<file path="src/rtl/fmmcs_pkg.sv">
package fmmcs_pkg;

    localparam int FRAME_WIDTH  = 80;
    localparam int FRAME_HEIGHT = 60;
    localparam int PIXELS       = FRAME_WIDTH * FRAME_HEIGHT;

    // counter holds 0..PIXELS, address 0..PIXELS-1
    localparam int CNT_W  = $clog2(PIXELS + 1);
    localparam int ADDR_W = (PIXELS > 1) ? $clog2(PIXELS) : 1;
    localparam int SUM_W  = 16 + CNT_W;

    // mean by reciprocal multiplication, exact for any sum below 2^SUM_W
    localparam int MEAN_K   = SUM_W + $clog2(PIXELS);
    localparam int MEAN_M_W = SUM_W + 1;
    localparam int PROD_W   = SUM_W + MEAN_M_W;
    localparam longint unsigned MEAN_M =
        ((64'd1 << MEAN_K) + longint'(PIXELS) - 1) / longint'(PIXELS);

    // divider: 16 quotient bits, dividend below divisor * 2^16
    localparam int QBITS  = 16;
    localparam int QCNT_W = $clog2(QBITS + 1);
    localparam int DIV_W  = (CNT_W > 17) ? CNT_W : 17;
    localparam int DVD_W  = DIV_W + QBITS;

    localparam logic [15:0] MIN_SPAN_RESET = 16'd200;
    localparam logic [16:0] FULL_SCALE     = 17'd65535;
    localparam logic [15:0] OUT_OFFSET     = 16'h8000;

    typedef struct packed {
        logic        opcode;
        logic [15:0] pixel_value;
    } pix_item_t;

    typedef struct packed {
        logic signed [15:0] scaled_pixel;
        logic               last_of_frame;
    } res_item_t;

    localparam logic OP_LOAD = 1'b0;
    localparam logic OP_READ = 1'b1;

    typedef struct packed {
        logic             start;
        logic [DVD_W-1:0] dividend;
        logic [DIV_W-1:0] divisor;
    } div_req_t;

    typedef struct packed {
        logic             done;
        logic [QBITS-1:0] quotient;
    } div_rsp_t;

endpackage

</file>
<file path="src/rtl/fmmcs_div.sv">
module fmmcs_div (
    input  logic               clk,
    input  logic               rst_n,
    input  fmmcs_pkg::div_req_t req,
    output fmmcs_pkg::div_rsp_t rsp
);

    logic [fmmcs_pkg::DIV_W-1:0]  rem_reg, rem_next;
    logic [fmmcs_pkg::DIV_W-1:0]  dvs_reg, dvs_next;
    logic [fmmcs_pkg::QBITS-1:0]  q_reg, q_next;
    logic [fmmcs_pkg::QCNT_W-1:0] cnt_reg, cnt_next;
    logic                         busy_reg, busy_next;
    logic                         done_reg, done_next;
    logic [fmmcs_pkg::DIV_W:0]    rem2;
    logic [fmmcs_pkg::DIV_W:0]    diff;
    logic                         ge;

    assign rem2 = {rem_reg, q_reg[fmmcs_pkg::QBITS-1]};
    assign diff = rem2 - {1'b0, dvs_reg};
    assign ge   = (rem2 >= {1'b0, dvs_reg});

    always_comb
    begin
        rem_next  = rem_reg;
        dvs_next  = dvs_reg;
        q_next    = q_reg;
        cnt_next  = cnt_reg;
        busy_next = busy_reg;
        done_next = 1'b0;
        if (req.start)
        begin
            rem_next  = req.dividend[fmmcs_pkg::DVD_W-1:fmmcs_pkg::QBITS];
            q_next    = req.dividend[fmmcs_pkg::QBITS-1:0];
            dvs_next  = req.divisor;
            cnt_next  = fmmcs_pkg::QCNT_W'(fmmcs_pkg::QBITS);
            busy_next = 1'b1;
        end
        else if (busy_reg)
        begin
            // quotient bits shift in where dividend bits shift out
            rem_next = ge ? diff[fmmcs_pkg::DIV_W-1:0] : rem2[fmmcs_pkg::DIV_W-1:0];
            q_next   = {q_reg[fmmcs_pkg::QBITS-2:0], ge};
            cnt_next = cnt_reg - 1'b1;
            if (cnt_reg == fmmcs_pkg::QCNT_W'(1))
            begin
                busy_next = 1'b0;
                done_next = 1'b1;
            end
        end
    end

    always_ff @(posedge clk or negedge rst_n)
    begin
        if (!rst_n)
        begin
            cnt_reg  <= '0;
            busy_reg <= 1'b0;
            done_reg <= 1'b0;
        end
        else
        begin
            cnt_reg  <= cnt_next;
            busy_reg <= busy_next;
            done_reg <= done_next;
        end
    end

    always_ff @(posedge clk)
    begin
        rem_reg <= rem_next;
        dvs_reg <= dvs_next;
        q_reg   <= q_next;
    end

    assign rsp.done     = done_reg;
    assign rsp.quotient = q_reg;

endmodule

</file>
<file path="config.mk">
export PLATFORM = sky130hd
export DESIGN_NAME = fmmcs_div
export DESIGN_NICKNAME = d
export VERILOG_FILES = /design/src/rtl/fmmcs_pkg.sv /design/src/rtl/fmmcs_div.sv
export SDC_FILE = /design/constraint.sdc
export NUM_CORES = 1
export LEC_CHECK = 0
export ABC_AREA = 1
export BUFFER_PORTS_ARGS = -buffer_cell sky130_fd_sc_hd__clkbuf_2
export CELL_PAD_IN_SITES_DETAIL_PLACEMENT = 0
export CELL_PAD_IN_SITES_GLOBAL_PLACEMENT = 2
export CORE_MARGIN = 8
export CORE_UTILIZATION = 30
export CTS_BUF_LIST = sky130_fd_sc_hd__clkbuf_4 sky130_fd_sc_hd__clkbuf_8
export DETAILED_ROUTE_END_ITERATION = 16
export PLACE_DENSITY_LB_ADDON = 0.1
export SLEW_MARGIN = 20
export SYNTH_ARGS = -nofsm -noshare
export SYNTH_HDL_FRONTEND = slang
export SYNTH_SLANG_ARGS = --single-unit
</file>
<file path="constraint.sdc">
create_clock -name clk -period 2.05 [get_ports clk]
set_input_delay 0.1025 -clock clk [delete_from_list [all_inputs] [get_ports clk]]
set_output_delay 0.1025 -clock clk [all_outputs]
set_load 0.005 [all_outputs]
</file>
# == Yosys cells after proc, flatten, opt, wreduce, memory -nomap -nowiden ==
# Cells that the tools add are included.
# op_classes
addsub,2
n_eq_ne,1
mux,13
magnitude_cmp,1
reduce_logical,1
# ops
cell,count
17-bit two-way mux,3
16-bit two-way mux,2
18-bit by 17-bit >= comparator with 1-bit output,1
17-bit subtractor,1
5-bit two-way mux,2
1-bit two-way mux,6
5-bit by 1-bit equality test with 1-bit output (second input constant),1
5-bit by 1-bit subtractor with 5-bit output (second input constant),1
2-bit nonzero test,1
# word_totals
word_cells,24
output_inout_bits,17
ff_bits,57
in_bits,53

# == Longest topological paths before layout ==
# Gate-level depths: netlist of run 1.
# logic_depth
ltp_word,4
depth_mapped,14
depth_no_buf,14

# == Least setup slack after synthesis of run 1 ==
# Ideal clock, no wire load.
# synth_timing
path_kind,register to register
startpoint,reg q_reg[15] (netlist name)
endpoint,reg rem_reg[8] (netlist name) (data pin)
stages_incl_launch_ff,12
t_arrival_ps,1764
n_path_buf,1
setup_slack_ps,31
synth_period_minus_slack_ps,2019
path_cell_list,edfxtp_1 > inv_1 > ha_1 > inv_1 > fa_1 > nand3_1 > nand3_2 > nand2_2 > nand2_4 > buf_12 > nor2_1 > o21ai_2
# synth_via
elab_chain_len,4
elab_cells_between_ends,5
cone_classes,1 x add/sub; 1 x order compare; 3 x mux
# synth_rtl
item,line_no,text
"start, declared",fmmcs_div.sv:10,"logic [fmmcs_pkg::QBITS-1:0] q_reg, q_next;"
"start signal, assigned",fmmcs_div.sv:72,q_reg <= q_next;
17-bit subtractor or 18-bit by 17-bit >= comparator with 1-bit output (tied branches),"fmmcs_div.sv:19, fmmcs_div.sv:20",
17-bit two-way mux *,fmmcs_div.sv:41,rem_next = ge ? diff[fmmcs_pkg::DIV_W-1:0] : rem2[fmmcs_pkg::DIV_W-1:0];
17-bit two-way mux *,fmmcs_div.sv:38,else if (busy_reg)
17-bit two-way mux *,fmmcs_div.sv:30,if (req.start)
via rem_next (one bit),fmmcs_div.sv:8,"logic [fmmcs_pkg::DIV_W-1:0] rem_reg, rem_next;"
"end signal, assigned",fmmcs_div.sv:70,rem_reg <= rem_next;
"end, declared",fmmcs_div.sv:8,
# The timed path passes the listed nets; every way through them passes the cells marked *. The select of a mux whose other input is x is not followed.
# A chain may end at the register's enable or synchronous reset.

# == Worst setup path after layout of run 1 ==
# layout_timing
startpoint,reg rem_reg[10] (netlist name)
endpoint,reg rem_reg[13] (netlist name) (data pin)
# layout_via
elab_chain_len,4
elab_cells_between_ends,5
cone_classes,1 x add/sub; 1 x order compare; 3 x mux
# layout_rtl
item,line_no
17-bit subtractor or 18-bit by 17-bit >= comparator with 1-bit output (tied branches),"fmmcs_div.sv:19, fmmcs_div.sv:20"
17-bit two-way mux *,fmmcs_div.sv:41
17-bit two-way mux *,fmmcs_div.sv:38
17-bit two-way mux *,fmmcs_div.sv:30
via rem_next (one bit),fmmcs_div.sv:8
# Marks and branches as above.

==> flow_metrics.py, run 1 <==
metrics = {
    "outcome": {
        "status": "complete, no violations",
    },
    "power_and_ir_drop": {
        "clkPwrFrac": 0.160,
        "swShare": 0.414,
        "p_switching_mw": 2.91,
        "p_seq_frac": 0.254,
        "powerDensity_mw_per_mm2": 1310,
        "combPwrFrac": 0.586,
        "totalPowerFinal_mw": 7.04,
        "internal_power_mw": 4.13,
        "peakVddDrop_mv": 0.371,
        "power.leakage_nw": 2.72,
    },
    "global_route": {
        "grt_pass1_wl_um": 17600,
        "grt_start_max_net_pins": 52,
        "track_usage": 0.138,
        "gr-total-overflow": 0,
        "grt_antenna_before_repair": 0,
        "first_global_vias": 3579,
    },
    "setup_path": {
        "worst-path-buf-inv": 1,
        "startpoint_type": "flop",
        "crit_arrival_ns": 2.15,
        "cp.required_ns": 2.16,
        "slowest_delay_ns": 0.45,
        "slowest_stage": "edfxtp_1",
        "worstPathMaxFanout": 6,
        "endpoint_kind": "flop",
        "path_class": "flop to flop",
        "path_cells": "ha_4, nand2_4, nor2_4, nand2_2, nor3_4, nor2_4, nand2_4, buf_12, nand3_2, nand3_1, nand2_1",
        "crit_family": "simple AND/OR/NAND/NOR gates",
    },
    "clock_network": {
        "cts_buffers": 9,
        "cts.sinks": 57,
        "clock_path_buffers": 2,
        "cts_tree": "done",
        "cts-htree-levels": 3,
        "cts-root-buf": "clkbuf_8",
        "clkTransAtPathRegs_ns": 0.08,
        "insertion_delay_ns": 0.35,
    },
    "logic_synthesis": {
        "ys_ff_latch": 57,
        "synthCells": 475,
        "synth_cell_types": 31,
        "syn_nets": 548,
        "ys_warn_count": 0,
        "synth-seq-area-share": 0.450,
        "synth_area_sq_mm": 0.00373,
        "avgSynthCellArea_sq_um": 7.84,
    },
    "timing": {
        "max_freq_mhz": 489,
        "rsz0062_at_grt": "yes",
        "maxSlewHeadroom": 0.593,
        "clock_skew_ns": 0.0149,
        "fin_crit_sh": 0.998,
        "worst_hold_slack_ns": 0.0232,
        "hold_violations": 0,
        "setup_violations": 0,
        "setup_tns_ns": 0,
        "slew_violations": 0,
        "post-route-min-period_ns": 2.05,
        "tightestPinTransition_ns": 0.610,
    },
    "place": {
        "gp_congestion": 0.767,
        "dp_hpwl_um": 7850,
        "portBuffers": 69,
    },
    "final_layout": {
        "area_delta_synth_final_pct": 44.2,
        "antenna_cells": 0,
        "fillers": 1259,
        "final_nets": 684,
        "final_layout_size_suffix_gt1_frac": 0.356,
    },
    "worst_hold_path": {
        "hp-class": "input port to flop",
    },
    "floorplanning": {
        "dieArea_sq_mm": 0.0162,
        "core_sq_mm": 0.0121,
        "num_rows": 40,
        "chipHeight_um": 127,
        "pin_count": 70,
        "chipWidth_um": 127,
        "start_util": 0.309,
    },
    "drt": {
        "vias_per_cell": 4.35,
        "wl_per_cell_um": 13.7,
        "final_antenna_net_count": 0,
        "wirelength_um": 10700,
        "first_pass_iters": 4,
        "vias": 3414,
        "drc": 0,
        "drtIter0Drc": 131,
    },
    "flow_run": {
        "maxCapViolCount": 0,
    },
}
-- per-stage QoR --
| step | setup WS [ns] | util | std cells | instance area, sq um |
|---|---|---|---|---|
| after floorplan | 0.0307 | - | 475 | 3730 |
| after global placement | -0.0550 | 0.376 | 741 | 4530 |
| after detailed placement | -0.0621 | 0.376 | 741 | 4530 |
| after CTS | 0.000638 | 0.429 | 781 | 5180 |
| after global routing | -0.110 | 0.446 | 784 | 5370 |
| final | 0.00474 | 0.446 | 784 | 5370 |
-- metal layers --
metal,global-route usage,vias up,share of wire
li1,-,1768,-
met1,0.176,1566,0.49
met2,0.218,68,0.45
met3,0.0383,12,0.047
met4,0.0483,0,0.013
met5,0,-,0
-- power groups by stage --
stage               combinational, mW  sequential [mW]  clock [mW]
CTS                              3.75             1.79        1.16
floorplan                        2.12             1.72           0
detailed placement               3.30             1.76           0
finish                           4.13             1.79        1.13
global placement                 3.31             1.75           0
global route                     4.61             1.82        1.21
-- kinds of logic (layout without fill, tap and decap cells) --
family | after synthesis | in the layout | share of synthesized area
AO/OA/AOI/OAI | 28 | 28 | 0.0423
buffers and inverters | 91 | 232 | 0.102
AND/OR/NAND/NOR | 273 | 273 | 0.322
adder cells (fa/ha/maj) | 20 | 20 | 0.0692
XOR/XNOR | 6 | 6 | 0.0141
flip-flops | 57 | 57 | 0.450
-- synthesized netlist by cell type --
cell type | n | area [sq um]
nand2_2 | 4 | 25.0
xor2_1 | 2 | 17.5
inv_1 | 78 | 293
buf_4 | 1 | 7.51
nand4_1 | 2 | 12.5
nor3_1 | 2 | 10.0
a21oi_1 | 12 | 60.1
dfrtp_1 | 7 | 175
ha_1 | 19 | 238
nand3_1 | 23 | 115
edfxtp_1 | 50 | 1500
o21ai_2 | 4 | 35.0
clkbuf_1 | 8 | 30.0
o21ai_0 | 5 | 25.0
xnor2_1 | 4 | 35.0
or2_1 | 1 | 6.26
and2_1 | 1 | 6.26
nand2_1 | 193 | 724
fa_1 | 1 | 20.0
nand3b_1 | 9 | 67.6
a31oi_1 | 1 | 6.26
o22ai_1 | 1 | 6.26
nor3_2 | 1 | 10.0
nor2_2 | 9 | 56.3
o21ai_1 | 5 | 25.0
nand2_4 | 1 | 11.3
nand3_2 | 8 | 80.1
nor4_1 | 2 | 12.5
buf_12 | 2 | 40.0
nor2_1 | 17 | 63.8
buf_2 | 2 | 10.0
-- what timing repair did --
item	4_1_cts	5_1_grt
endpoints found under the setup margin	17	17
gates resized for setup	29	45
pin swaps	8	18
cloned	1	0
hold buffers	18	0
hold endpoints to repair	24	0
setup buffers	5	3
-- final timing paths --
path | from | to | slack (ns) | cells past startpoint
worst max register to register | rem_reg[10] | rem_reg[13] | 0.005 | 11
worst min register to register | cnt_reg[3] | cnt_reg[3] | 0.47 | 1
min in group asynchronous | rst_n | done_reg | 0.12 | 2
max in group asynchronous | rst_n | cnt_reg[3] | 1.77 | 2
worst max-delay path | rem_reg[10] | rem_reg[13] | 0.005 | 11
worst min-delay path | req[35] | rem_reg[2] | 0.02 | 3
-- cell usage in the layout, fill, tap and decap left out, types with 6 or more instances in the layout --
| cell type | count |
|---|---|
| inv_1 | 76 |
| clkbuf_2 | 69 |
| edfxtp_1 | 50 |
| buf_4 | 46 |
| nand3_2 | 12 |
| nand3b_1 | 9 |
| nand2_2 | 19 |
| ha_1 | 6 |
| nor2_4 | 6 |
| nand3_1 | 17 |
| nand2_1 | 172 |
| nor2_2 | 11 |
| dfrtp_1 | 7 |
| a21oi_1 | 8 |
| dlygate4sd3_1 | 18 |
| clkbuf_8 | 10 |
| ha_4 | 12 |
| nand2_4 | 7 |
| nor2_1 | 9 |
-- worst min-delay path, stage by stage --
cell and delay (ns):
clkbuf_2 0.08, nand2_1 0.04, nand2_1 0.05
-- final cells by class --
type	instances	area, sq um	area share
inverter	78	293	0.0545
timing repair buffer	138	961	0.179
multi-input combinational	327	2030	0.378
tap	168	210	0.0391
clock inverter	6	65.1	0.0121
sequential	57	1680	0.312
clock buffer	10	138	0.0256
Note: power is estimated with default switching activity, not from simulation.
==> run 2, diff against run 1 <==
SETUP_SLACK_MARGIN = 0.2   (was unset)
SLEW_MARGIN = 25   (was 20)
==> run 2 against run 1 <==
Combinational power is 7.5% higher. Critical endpoint is now rem_reg[14]. Sequential share of layout area is 1.8 points lower. Setup slack better by 0.013 ns. Highest routed layer unchanged. Worst hold slack got worse by 0.0022 ns.
==> flow_metrics.py, run 2 (synthesized netlist as in run 1, its figures left out) <==
metrics = {
    "power_and_ir_drop": {
        "peakVddDrop_mv": 0.458,
        "power.leakage_nw": 2.86,
        "powerDensity_mw_per_mm2": 1280,
        "swShare": 0.414,
        "internal_power_mw": 4.28,
        "p_seq_frac": 0.246,
        "p_switching_mw": 3.02,
        "clkPwrFrac": 0.146,
        "combPwrFrac": 0.608,
        "totalPowerFinal_mw": 7.30,
    },
    "clock_network": {
        "cts_buffers": 9,
        "cts.sinks": 57,
        "clkTransAtPathRegs_ns": 0.07,
        "cts-root-buf": "clkbuf_8",
        "insertion_delay_ns": 0.36,
        "cts-htree-levels": 3,
        "cts_tree": "done",
        "clock_path_buffers": 2,
    },
    "global_route": {
        "gr-total-overflow": 0,
        "grt_start_max_net_pins": 52,
        "grt_pass1_wl_um": 18500,
        "grt_antenna_before_repair": 0,
        "track_usage": 0.144,
        "first_global_vias": 3866,
    },
    "timing": {
        "worst_hold_slack_ns": 0.0211,
        "fin_ws_ns": 0.0176,
        "rsz0062_at_grt": "yes",
        "post-route-min-period_ns": 2.03,
        "setup_violations": 0,
        "max_freq_mhz": 492,
        "tightestPinTransition_ns": 0.565,
        "hold_violations": 0,
        "slew_violations": 0,
        "maxSlewHeadroom": 0.624,
        "clock_skew_ns": 0.0110,
        "fin_crit_sh": 0.991,
    },
    "final_layout": {
        "final_layout_size_suffix_gt1_frac": 0.384,
        "area_delta_synth_final_pct": 52.8,
        "fin_util": 0.472,
        "final_nets": 713,
        "antenna_cells": 0,
        "final_cell_mix": "nand2_1, inv_1, clkbuf_2",
        "mostFrequentLayoutCell": "nand2_1",
    },
    "drt": {
        "final_antenna_net_count": 0,
        "vias_per_cell": 4.33,
        "wl_per_cell_um": 13.5,
        "first_pass_iters": 4,
        "drtIter0Drc": 117,
        "vias": 3518,
        "wirelength_um": 10900,
        "drc": 0,
    },
    "floorplanning": {
        "pin_count": 70,
        "dieArea_sq_mm": 0.0162,
        "core_sq_mm": 0.0121,
        "start_util": 0.309,
        "num_rows": 40,
        "chipHeight_um": 127,
        "chipWidth_um": 127,
    },
    "setup_path": {
        "startpoint_type": "flop",
        "crit_family": "simple AND/OR/NAND/NOR gates",
        "slowest_stage": "edfxtp_1",
        "path_class": "flop to flop",
        "worst-path-buf-inv": 1,
        "slowest_delay_ns": 0.44,
        "worstPathMaxFanout": 7,
        "crit_arrival_ns": 2.15,
        "path_cells": "ha_4, nand2_2, nor2_4, nand2_2, nor3_4, nor2_4, nand2_8, buf_12, nand3_4, nand3_2, nand2_1",
        "endpoint_kind": "flop",
        "cp.required_ns": 2.16,
    },
    "worst_hold_path": {
        "hp-class": "input port to flop",
    },
    "place": {
        "gp_congestion": 0.784,
        "dp_hpwl_um": 7710,
        "portBuffers": 69,
        "pre_cts_ws_ns": -0.114,
    },
    "flow_run": {
        "maxCapViolCount": 0,
    },
    "outcome": {
        "status": "complete, no violations",
    },
}
## run 2: final cells by class
cell class | count | area [sq um]
Tap cell | 168 | 210
Clock inverter | 6 | 58.8
Fill cell | 1232 | 6370
Multi-Input combinational cell | 327 | 2120
Clock buffer | 10 | 131
Timing Repair Buffer | 167 | 1200
Sequential cell | 57 | 1680
Inverter | 78 | 293
## run 2: worst paths after layout
kind                                  start  cells after the start  slack, ns     endpoint
max in group asynchronous             rst_n                      2       1.77   cnt_reg[3]
worst max-delay path            rem_reg[14]                     11       0.02  rem_reg[14]
worst min-delay path                req[22]                      3       0.02     q_reg[5]
min in group asynchronous             rst_n                      2       0.11   cnt_reg[1]
worst max register to register  rem_reg[14]                     11       0.02  rem_reg[14]
worst min register to register   cnt_reg[3]                      1       0.48   cnt_reg[3]
## run 2: routing by layer
layer,vias to the layer above,track usage,share of wire,wire length (um)
met4,0,0.0441,0.014,149
met5,-,0,0,0
met1,1612,0.176,0.47,5100
met2,70,0.234,0.47,5140
met3,11,0.0495,0.051,561
li1,1825,-,-,-
## run 2: what timing repair did
| item | 4_1_cts | 5_1_grt |
|---|---|---|
| endpoints found under the hold margin | 38 | 0 |
| cloned | 1 | 0 |
| hold buffers | 32 | 0 |
| setup buffers | 16 | 4 |
| endpoints found under the setup margin | 18 | 18 |
| resized for setup | 65 | 27 |
| pin swaps | 27 | 1 |
## run 2: worst register-to-register path, cell delays in order (launching register included)
cell and delay [ns]:
edfxtp_1 0.44, ha_4 0.31, nand2_2 0.08, nor2_4 0.11, nand2_2 0.09, nor3_4 0.22
nor2_4 0.08, nand2_8 0.09, buf_12 0.15, nand3_4 0.09, nand3_2 0.07, nand2_1 0.05
## run 2: through the flow
step	area, sq um	cells	TNS [ns]
CTS	5560	809	0
floorplan	3740	475	0
global placement	4560	744	-0.667
finish	5690	813	0
global route	5690	813	-1.27
detailed placement	4560	744	-0.756
## run 2: power by group through the flow
stage / Sequential [mW] / Combinational, mW / Clock (mW)
5_1_grt: 1.83 / 4.93 / 1.15
6_report: 1.79 / 4.44 / 1.06
2_1_floorplan: 1.72 / 2.14 / 0
3_3_place_gp: 1.75 / 3.34 / 0
4_1_cts: 1.78 / 4.20 / 1.10
3_5_place_dp: 1.75 / 3.32 / 0
